--- config.mk ---
export PLATFORM = sky130hd
export DESIGN_NAME = name_value_pair_tokenizer
export DESIGN_NICKNAME = d
export VERILOG_FILES = /design/src/nvp_tok_pkg.sv /design/src/nvp_tok_decode.sv /design/src/name_value_pair_tokenizer.sv
export SDC_FILE = /design/constraint.sdc
export NUM_CORES = 1
export LEC_CHECK = 0
export BUFFER_PORTS_ARGS = -buffer_cell sky130_fd_sc_hd__buf_2
export CORE_MARGIN = 3
export CORE_UTILIZATION = 56
export DETAILED_ROUTE_END_ITERATION = 10
export GPL_ROUTABILITY_DRIVEN = 0
export PLACE_DENSITY = 0.79
export SYNTH_ARGS = -nofsm -noshare
export SYNTH_HDL_FRONTEND = slang
export SYNTH_SLANG_ARGS = --single-unit
--- constraint.sdc ---
create_clock -name clk -period 2.6 [get_ports clk]
set_input_delay 0.26 -clock clk [delete_from_list [all_inputs] [get_ports clk]]
set_output_delay 0.26 -clock clk [all_outputs]
set_load 0.005 [all_outputs]
--- src/nvp_tok_pkg.sv ---
// ----------------------------------------------------------------------------
// nvp_tok_pkg
// Shared types and character constants for the name/value pair tokeniser.
// ----------------------------------------------------------------------------
package nvp_tok_pkg;

  // parser phases
  typedef enum logic [3:0] {
    PH_KEY_SPACE = 4'd0,
    PH_KEY       = 4'd1,
    PH_EQ_SPACE  = 4'd2,
    PH_EQUAL     = 4'd3,
    PH_DQUOTE    = 4'd4,
    PH_SQUOTE    = 4'd5,
    PH_RAW       = 4'd6,
    PH_AFTER     = 4'd7,
    PH_FAILED    = 4'd8,
    PH_FINISHED  = 4'd9
  } phase_t;

  // event codes
  typedef enum logic [2:0] {
    EV_NONE    = 3'd0,
    EV_KEY     = 3'd1,
    EV_VALUE   = 3'd2,
    EV_PAIR    = 3'd3,
    EV_OK      = 3'd4,
    EV_OK_PAIR = 3'd5,
    EV_FAIL    = 3'd6,
    EV_IGNORED = 3'd7
  } event_t;

  // characters of interest
  localparam logic [7:0] CH_SPACE  = 8'h20;
  localparam logic [7:0] CH_EQUAL  = 8'h3D;
  localparam logic [7:0] CH_SEMI   = 8'h3B;
  localparam logic [7:0] CH_DQUOTE = 8'h22;
  localparam logic [7:0] CH_SQUOTE = 8'h27;

  // input request payload
  typedef struct packed {
    logic [7:0] text_byte;
    logic       end_of_text;
  } in_item_t;

  // result payload
  typedef struct packed {
    logic [2:0] event_kind;
    logic [7:0] byte_out;
  } out_item_t;

  // parser state presented to the decoder
  typedef struct packed {
    phase_t phase;
    logic   key_seen;
    logic   allow_key_only;
  } parse_state_t;

  // decoder outcome
  typedef struct packed {
    phase_t    phase;
    logic      key_seen;
    out_item_t result;
  } parse_step_t;

endpackage

--- src/nvp_tok_decode.sv ---
// ----------------------------------------------------------------------------
// nvp_tok_decode
// Combinational step of the tokeniser: one request and the current state give
// the next state and the event to report.
// ----------------------------------------------------------------------------
module nvp_tok_decode (
  input  nvp_tok_pkg::parse_state_t state,
  input  nvp_tok_pkg::in_item_t     item,
  output nvp_tok_pkg::parse_step_t  step
);

  logic [7:0] b;
  logic       is_ws;
  logic       is_eq;
  logic       is_semi;
  logic       is_dq;
  logic       is_sq;

  // character classes
  always_comb begin
    b       = item.text_byte;
    is_ws   = (b <= nvp_tok_pkg::CH_SPACE);
    is_eq   = (b == nvp_tok_pkg::CH_EQUAL);
    is_semi = (b == nvp_tok_pkg::CH_SEMI);
    is_dq   = (b == nvp_tok_pkg::CH_DQUOTE);
    is_sq   = (b == nvp_tok_pkg::CH_SQUOTE);
  end

  nvp_tok_pkg::event_t ev;

  // next phase and event
  always_comb begin
    step.phase    = state.phase;
    step.key_seen = state.key_seen;
    step.result.byte_out = 8'd0;
    ev = nvp_tok_pkg::EV_IGNORED;

    if (item.end_of_text) begin
      case (state.phase)
        nvp_tok_pkg::PH_KEY, nvp_tok_pkg::PH_EQ_SPACE, nvp_tok_pkg::PH_EQUAL: begin
          if (state.allow_key_only && state.key_seen) begin
            step.phase = nvp_tok_pkg::PH_FINISHED;
            ev         = nvp_tok_pkg::EV_OK_PAIR;
          end else begin
            step.phase = nvp_tok_pkg::PH_FAILED;
            ev         = nvp_tok_pkg::EV_FAIL;
          end
        end
        nvp_tok_pkg::PH_RAW: begin
          step.phase = nvp_tok_pkg::PH_FINISHED;
          ev         = nvp_tok_pkg::EV_OK_PAIR;
        end
        nvp_tok_pkg::PH_KEY_SPACE, nvp_tok_pkg::PH_AFTER, nvp_tok_pkg::PH_FINISHED: begin
          step.phase = nvp_tok_pkg::PH_FINISHED;
          ev         = nvp_tok_pkg::EV_OK;
        end
        default: begin
          step.phase = nvp_tok_pkg::PH_FAILED;
          ev         = nvp_tok_pkg::EV_FAIL;
        end
      endcase
    end else begin
      case (state.phase)
        nvp_tok_pkg::PH_KEY_SPACE, nvp_tok_pkg::PH_KEY: begin
          // leading whitespace before a key is dropped
          if (state.phase == nvp_tok_pkg::PH_KEY_SPACE && is_ws) begin
            ev = nvp_tok_pkg::EV_IGNORED;
          end else if (is_eq) begin
            step.phase = nvp_tok_pkg::PH_EQUAL;
            ev         = nvp_tok_pkg::EV_NONE;
          end else if (is_ws) begin
            step.phase = nvp_tok_pkg::PH_EQ_SPACE;
            ev         = nvp_tok_pkg::EV_NONE;
          end else if (is_semi) begin
            if (state.allow_key_only) begin
              step.key_seen = 1'b0;
              step.phase    = nvp_tok_pkg::PH_KEY_SPACE;
              ev            = nvp_tok_pkg::EV_PAIR;
            end else begin
              step.phase = nvp_tok_pkg::PH_FAILED;
              ev         = nvp_tok_pkg::EV_FAIL;
            end
          end else if (is_dq || is_sq) begin
            step.phase = nvp_tok_pkg::PH_FAILED;
            ev         = nvp_tok_pkg::EV_FAIL;
          end else begin
            step.phase           = nvp_tok_pkg::PH_KEY;
            step.key_seen        = 1'b1;
            step.result.byte_out = b;
            ev                   = nvp_tok_pkg::EV_KEY;
          end
        end
        nvp_tok_pkg::PH_EQ_SPACE: begin
          if (is_eq) begin
            step.phase = nvp_tok_pkg::PH_EQUAL;
            ev         = nvp_tok_pkg::EV_NONE;
          end else if (is_semi) begin
            if (state.allow_key_only) begin
              step.key_seen = 1'b0;
              step.phase    = nvp_tok_pkg::PH_KEY_SPACE;
              ev            = nvp_tok_pkg::EV_PAIR;
            end else begin
              step.phase = nvp_tok_pkg::PH_FAILED;
              ev         = nvp_tok_pkg::EV_FAIL;
            end
          end else if (!is_ws) begin
            step.phase = nvp_tok_pkg::PH_FAILED;
            ev         = nvp_tok_pkg::EV_FAIL;
          end else begin
            ev = nvp_tok_pkg::EV_IGNORED;
          end
        end
        nvp_tok_pkg::PH_EQUAL: begin
          if (is_semi) begin
            if (state.allow_key_only) begin
              step.key_seen = 1'b0;
              step.phase    = nvp_tok_pkg::PH_KEY_SPACE;
              ev            = nvp_tok_pkg::EV_PAIR;
            end else begin
              step.phase = nvp_tok_pkg::PH_FAILED;
              ev         = nvp_tok_pkg::EV_FAIL;
            end
          end else if (is_dq) begin
            step.phase = nvp_tok_pkg::PH_DQUOTE;
            ev         = nvp_tok_pkg::EV_NONE;
          end else if (is_sq) begin
            step.phase = nvp_tok_pkg::PH_SQUOTE;
            ev         = nvp_tok_pkg::EV_NONE;
          end else begin
            step.phase           = nvp_tok_pkg::PH_RAW;
            step.result.byte_out = b;
            ev                   = nvp_tok_pkg::EV_VALUE;
          end
        end
        nvp_tok_pkg::PH_DQUOTE, nvp_tok_pkg::PH_SQUOTE: begin
          // only the quote that opened the value closes it
          if ((state.phase == nvp_tok_pkg::PH_DQUOTE && is_dq) ||
              (state.phase == nvp_tok_pkg::PH_SQUOTE && is_sq)) begin
            step.key_seen = 1'b0;
            step.phase    = nvp_tok_pkg::PH_AFTER;
            ev            = nvp_tok_pkg::EV_PAIR;
          end else begin
            step.result.byte_out = b;
            ev                   = nvp_tok_pkg::EV_VALUE;
          end
        end
        nvp_tok_pkg::PH_RAW: begin
          if (is_semi) begin
            step.key_seen = 1'b0;
            step.phase    = nvp_tok_pkg::PH_KEY_SPACE;
            ev            = nvp_tok_pkg::EV_PAIR;
          end else begin
            step.result.byte_out = b;
            ev                   = nvp_tok_pkg::EV_VALUE;
          end
        end
        nvp_tok_pkg::PH_AFTER: begin
          // control bytes may trail a quoted value, a space may not
          if (is_semi) begin
            step.phase = nvp_tok_pkg::PH_KEY_SPACE;
            ev         = nvp_tok_pkg::EV_NONE;
          end else if (b < nvp_tok_pkg::CH_SPACE) begin
            ev = nvp_tok_pkg::EV_IGNORED;
          end else begin
            step.phase = nvp_tok_pkg::PH_FAILED;
            ev         = nvp_tok_pkg::EV_FAIL;
          end
        end
        default: begin
          ev = nvp_tok_pkg::EV_IGNORED;
        end
      endcase
    end

    step.result.event_kind = ev;
  end

endmodule

--- src/name_value_pair_tokenizer.sv ---
// ----------------------------------------------------------------------------
// name_value_pair_tokenizer
// Splits a byte stream of key=value pairs separated by semicolons into one
// event per request.
// ----------------------------------------------------------------------------
// Each request (a text byte or an end-of-text mark) gives exactly one result:
// key byte, value byte, pair done, finish ok, finish ok with a last pair,
// failed, ignored or none. Requests are taken at one per cycle unless the
// result register is full and not being read. Each request passes through an
// input register and then, together with the phase register update, into
// the result register. The only loop is the phase and key-seen register,
// updated in the same cycle that a result is registered. The allow_key_only
// register is to be written through the cfg channel only while the block is
// idle, which the block itself does not enforce; it applies from the next request on.
module name_value_pair_tokenizer (
  input  logic                  clk,
  input  logic                  rst,
  input  logic                  in_valid,
  output logic                  in_ready,
  input  nvp_tok_pkg::in_item_t  in_data,
  output logic                  out_valid,
  input  logic                  out_ready,
  output nvp_tok_pkg::out_item_t out_data,
  input  logic                  cfg_valid,
  output logic                  cfg_ready,
  input  logic                  cfg_data
);

  logic                      in_full;
  nvp_tok_pkg::in_item_t     in_reg;
  logic                      out_full;
  nvp_tok_pkg::out_item_t    out_reg;
  nvp_tok_pkg::phase_t       phase;
  logic                      key_seen;
  logic                      allow_key_only;
  logic                      advance;
  nvp_tok_pkg::parse_state_t state;
  nvp_tok_pkg::parse_step_t  step;

  // handshake
  assign advance   = in_full && (!out_full || out_ready);
  assign in_ready  = !in_full || advance;
  assign cfg_ready = 1'b1;
  assign out_valid = out_full;
  assign out_data  = out_reg;

  // decoder
  assign state.phase          = phase;
  assign state.key_seen       = key_seen;
  assign state.allow_key_only = allow_key_only;

  nvp_tok_decode u_decode (
    .state (state),
    .item  (in_reg),
    .step  (step)
  );

  // control and parser state
  always_ff @(posedge clk) begin
    if (rst) begin
      in_full        <= 1'b0;
      out_full       <= 1'b0;
      phase          <= nvp_tok_pkg::PH_KEY_SPACE;
      key_seen       <= 1'b0;
      allow_key_only <= 1'b0;
    end else begin
      if (cfg_valid && cfg_ready) begin
        allow_key_only <= cfg_data;
      end
      if (in_valid && in_ready) begin
        in_full <= 1'b1;
      end else if (advance) begin
        in_full <= 1'b0;
      end
      if (advance) begin
        out_full <= 1'b1;
        phase    <= step.phase;
        key_seen <= step.key_seen;
      end else if (out_ready) begin
        out_full <= 1'b0;
      end
    end
  end

  // payload registers
  always_ff @(posedge clk) begin
    if (in_valid && in_ready) begin
      in_reg <= in_data;
    end
    if (advance) begin
      out_reg <= step.result;
    end
  end

endmodule
== Word-level counts from Yosys, hierarchy flattened ==
Cells that the tools add are included.
Storage, ports and cells
  ROM bits: 0
  memories: 0
  RAM bits: 0
  input bits: 15
  output and inout port bits: 14
  latch bits: 0
  register bits: 28
Operators by class
  equal/unequal tests: 24
  shift-type cells: 0
  mux-type cells: 62
  $lt $le $gt $ge: 2
  bitwise operators: 1
  reductions and logical operators: 24
  $add $sub $neg: 0
  multipliers: 0
  div/mod/pow operators: 0
Operators with widths (count)
  2-to-1 mux 8 bit: 10
  2-to-1 mux 4 bit: 12
  2-to-1 mux 3 bit: 12
  equality test 8 x 6 -> 1 bit, second input constant: 4
  case mux 8 bit (4 select lines): 1
  case mux 4 bit (6 select lines): 1
  2-to-1 mux 5 bit: 4
  case mux 3 bit (6 select lines): 1
  equality test 4 x 3 -> 1 bit, second input constant: 4
  2-to-1 mux 1 bit: 15
  AND reduction 10 bit: 1
  inequality test 3 x 2 -> 1 bit, second input constant: 3
  equality test 4 x 2 -> 1 bit, second input constant: 2
  <= comparator 8 x 6 -> 1 bit, second input constant: 1
  less-than comparator 8 x 6 -> 1 bit, second input constant: 1
  inequality test 2 bit, second input constant: 4
  AND reduction 7 bit: 1
  nonzero test 7 bit: 1
  logical AND 1 bit: 6
  2-to-1 mux 2 bit: 3
  case mux 2 bit (3 select lines): 1
  OR reduction 3 bit: 2
  inequality test 5 bit, second input constant: 1
  case mux 1 bit (5 select lines): 1
  14 further kinds: 21

== Depth between registers and ports, before layout ==
  word-level depth: 9
  mapped depth: 7
  depth with buffers taken out: 5

== Cells and area by module ==
A second synthesis with hierarchy kept.
Unflattened totals
  cells, all modules: 194
  area, all modules: 1833.0 µm²
Modules (own cells, without submodules)
  name_value_pair_tokenizer: seq. area each 760.7 µm², cells an instance 57, instances 1, area each 960.9 µm²
  nvp_tok_decode: seq. area each 0.0 µm², cells an instance 137, instances 1, area each 872.1 µm²

== Least setup slack after synthesis ==
Ideal clock, no wire load.
  path kind: register to register
  from: register in_reg[4] in the netlist's numbering
  to: register out_reg, in the netlist out_data[3], data pin
  path slack: 0.479 ns
  stages on the path, launching flop included: 7
  path buffers: 1
  arrival time: 1.861 ns
  period minus slack after synthesis: 2.121 ns
  required time: 2.340 ns
  cells stage by stage: edfxtp_1 buf_6 or4_1 a2111oi_4 o31ai_1 o21bai_1 a21oi_1
On the way
  longest elaborated chain between the ends: 8
  elaborated cells on any way between the ends: 21
  those cells by class: order compare: 1; eq/ne: 4; mux: 11; reduce/logical: 5
Ends and longest elaborated chain
  start: declaration: RTL line name_value_pair_tokenizer.sv:30  | nvp_tok_pkg::in_item_t in_reg;
  start signal: assignment: RTL line name_value_pair_tokenizer.sv:88  | in_reg <= in_data;
  equality test 8 x 6 -> 1 bit, on equally long branches: RTL line nvp_tok_decode.sv:25, nvp_tok_decode.sv:26
  logical OR 1 bit: RTL line nvp_tok_decode.sv:83  | end else if (is_dq || is_sq) begin
  2-to-1 mux 8 bit: RTL line nvp_tok_decode.sv:83
  2-to-1 mux 8 bit: RTL line nvp_tok_decode.sv:74  | end else if (is_semi) begin
  2-to-1 mux 8 bit: RTL line nvp_tok_decode.sv:71  | end else if (is_ws) begin
  2-to-1 mux 8 bit: RTL line nvp_tok_decode.sv:68  | end else if (is_eq) begin
  2-to-1 mux 8 bit: RTL line nvp_tok_decode.sv:66  | if (state.phase == nvp_tok_pkg::PH_KEY_SPACE && is_ws) begin
  case mux 8 bit (4 select lines) (*): RTL line nvp_tok_decode.sv:63  | case (state.phase)
  end signal: assignment: RTL line name_value_pair_tokenizer.sv:91  | out_reg <= step.result;
  end: declaration: RTL line name_value_pair_tokenizer.sv:32  | nvp_tok_pkg::out_item_t out_reg;
Every way passes the cells marked *; elsewhere a longest branch is shown, timed or not.
A chain may end at the register's enable or synchronous reset.

== Worst setup path in the final report ==
  from: register in_reg[4] in the netlist's numbering
  to: register out_reg, in the netlist out_data[4], data pin
Same word-level chain as after synthesis.

==> impl_metrics.ini <==
[min_path]
min_to = in_reg[0]
hold_path_startpoint = in_data[0]
hold-path-cell-count = 1
min_path_type = input pin to flop

[power]
clkPwrFrac_pct = 29.6
power_frac_comb_pct = 15.5
swShare_pct = 26.0
power_frac_seq_pct = 54.8
p_per_area_nw_per_um2 = 467
cell_internal_pwr_w = 0.000732
vdd_ir_drop_max_v = 0.000320
p_leak_nw = 0.771
switching_power_w = 0.000257

[run]
max_cap_viol_count = 0

[finish]
largest_reg_flops = 11
antennaDiodeCount = 0
layout-drive-gt1-share_pct = 23.1
final_cell_area_um2 = 2120
area_growth_pct = 12.4
fin_util_pct = 67.7
nets = 241

[global_routing]
grt_max_degree = 21
track_usage_pct = 23.4
antenna_found_initial = 0
grt_pass1_wl_um = 7530
grt.overflow.total = 0
grt_pass1_vias = 1617

[critical_path]
r2r_cells = 5
reg2reg_slack_ns = 0.29
slowest_stage = or4_1
cp_max_fo = 9
cp-end-kind = flop
timing.rr.start = in_reg[4]
r2r-end = out_data[4]
path_cells = or4_1 > a2111oi_4 > o31ai_1 > o21bai_1 > a21oi_1
path_delay_family = compound AO/OA/AOI/OAI gates
crit_path_max_incr_delay_ns = 0.56
critical_path_arrival_ns = 2.41
critPathRequiredTime_ns = 2.70
crit_type = flop to flop
critPathBufInv = 0
start_kind = flop

[timing]
worst_slew_pin_slew_ns = 0.677
rsz0062_at_grt = no
fin_skew_ns = 0.00625
timing.final.ws_setup_ns = 0.293
hold_slack_ns = 0.0843
slew_violations = 0
setup_viol = 0
finalHoldViolCount = 0
fmax_mhz = 433
slew_headroom_pct = 54.8
period_minus_slack_ns = 2.31
min_period_over_period_pct = 88.7
setup_tns_ns = 0

[cts]
htreeDepth = 1
postCtsSetupBuffers = 0
cts_hold_buf = 0
clock_latency_ns = 0.34
cts-root-buf = clkbuf_4
cts_buffer_depth = 2
cts_sinks = 28
cts_tree = built
path_clk_slew_ns = 0.16
cts_resized = 0
cts_buffers = 3

[logic_synthesis]
yosysWarnings = 0
ys_ff_latch = 28
async_reset_ff_share_pct = 0
yosysTopAreaCellShare_pct = 31.9
avgSynthCellArea_um2 = 9.42
synth-edff-count = 20
synthCells = 200
seq_area_frac_synth_pct = 40.4
synth_ff_type = edfxtp_1
synth.area.top_cells = edfxtp_1 32%, dfxtp_1 8.5%, nor2_1 4.4%
synth_largest_area_cell = edfxtp_1
netlist_area_um2 = 1880
syn-num-nets = 215
yosys.cell_types.count = 65

[place]
place_area_um2 = 2060
hpwl_um = 3290
port_buffers = 27
place_ws_ns = 0.325

[route]
ant_nets = 0
via_count = 1718
wl_per_cell_um = 16.5
drc_errors = 0
viasPerCell = 6.39
dr.pass1.iters = 5
drtIter0Drc = 141
wirelength_um = 4430

[die]
die_w_um = 64.0
die_y_um = 64.0
die-area_um2 = 4090
core_um2 = 3130
start_util_pct = 60.2
rows = 20
pin_count = 29

[status]
status = finished clean
==> per-stage QoR <==
| stage | power (W) | std cells |
|---|---|---|
| after floorplan | 0.000652 | 200 |
| after global placement | 0.000696 | 265 |
| after detailed placement | 0.000702 | 265 |
| after CTS | 0.000987 | 269 |
| after global routing | 0.00104 | 269 |
| final | 0.000989 | 269 |
==> cell families after synthesis <==
logic type / count (synthesis) / synth area share, %
AOI/OAI and AO/OA: 58 / 26.3
xor gates and xnor gates: 2 / 0.930
buffers and inverters: 19 / 4.65
DFF: 28 / 40.4
muxes: 5 / 2.66
other: 1 / 0.199
and+or+nand+nor: 87 / 24.9
==> worst max path at each step <==
stage	from	endpoint	slack, ns	depth (start not counted)
finish	in_reg[4]	out_data[4]	0.29	5
global route	phase[2]	phase[3]	0.16	5
CTS	in_reg[4]	out_data[3]	0.31	5
detailed placement	in_reg[4]	out_data[3]	0.32	5
global placement	in_reg[7]	out_data[10]	0.40	6
floorplan	in_reg[4]	out_data[3]	0.48	6
==> worst reg2reg max path: cells and delay by family (launching register included) <==
family,cells,cell delay [ns]
flip-flops,1,0.53
AND/OR/NAND/NOR,1,0.56
AO/OA/AOI/OAI,4,0.99
==> power groups by stage <==
stage | logic (W) | clock network [W] | registers, W
5_1_grt | 0.000170 | 0.000322 | 0.000546
6_report | 0.000154 | 0.000293 | 0.000542
3_3_place_gp | 0.000148 | 0 | 0.000549
3_5_place_dp | 0.000151 | 0 | 0.000551
2_1_floorplan | 0.000120 | 0 | 0.000532
4_1_cts | 0.000152 | 0.000294 | 0.000541
==> layout by cell type, fill, tap and decap left out, types with 4 or more instances in the layout <==
| cell type | instances |
|---|---|
| nor2_1 | 22 |
| inv_1 | 5 |
| nand2b_1 | 5 |
| and2_1 | 4 |
| buf_4 | 8 |
| or3_1 | 4 |
| dfxtp_1 | 8 |
| a21oi_1 | 8 |
| edfxtp_1 | 20 |
| buf_2 | 27 |
| o31a_1 | 4 |
| nor2b_1 | 6 |
| nor3_1 | 10 |
| o21ai_0 | 8 |
| nand2_1 | 17 |
| mux2i_1 | 5 |
==> metal layers <==
metal	routed length, µm	vias to the layer above	global-route usage, %	share of wire, %
li1	-	811	-	-
met1	1790	782	30.0	40
met2	2030	104	37.9	46
met3	428	21	3.69	9.7
met4	178	0	11.9	4.0
met5	0	-	0	0
==> synth_stat cells, types with 2 or more instances <==
library cell	count
nor3_1	10
a21boi_0	2
buf_2	4
and2_1	4
clkbuf_1	8
nand2b_1	5
xnor2_1	2
or3_1	4
mux2i_1	5
nand4_1	2
o211ai_1	3
a21oi_1	8
nor2b_1	6
o21ai_0	8
edfxtp_1	20
nand2_1	17
nor2_1	22
a31oi_1	2
o31a_1	4
nand4b_1	2
o31ai_1	2
nor4b_1	2
a221oi_1	2
a211oi_1	3
dfxtp_1	8
nand3_1	2
inv_1	5
==> final cells by class <==
type,instances,area [µm²]
multi-input combinational,153,1030
fill,236,1010
sequential,28,761
timing repair buffer,35,195
tap,44,55.1
clock inverter,1,30.0
clock buffer,3,22.5
inverter,5,18.8
Power figures use the tool's default switching activity.
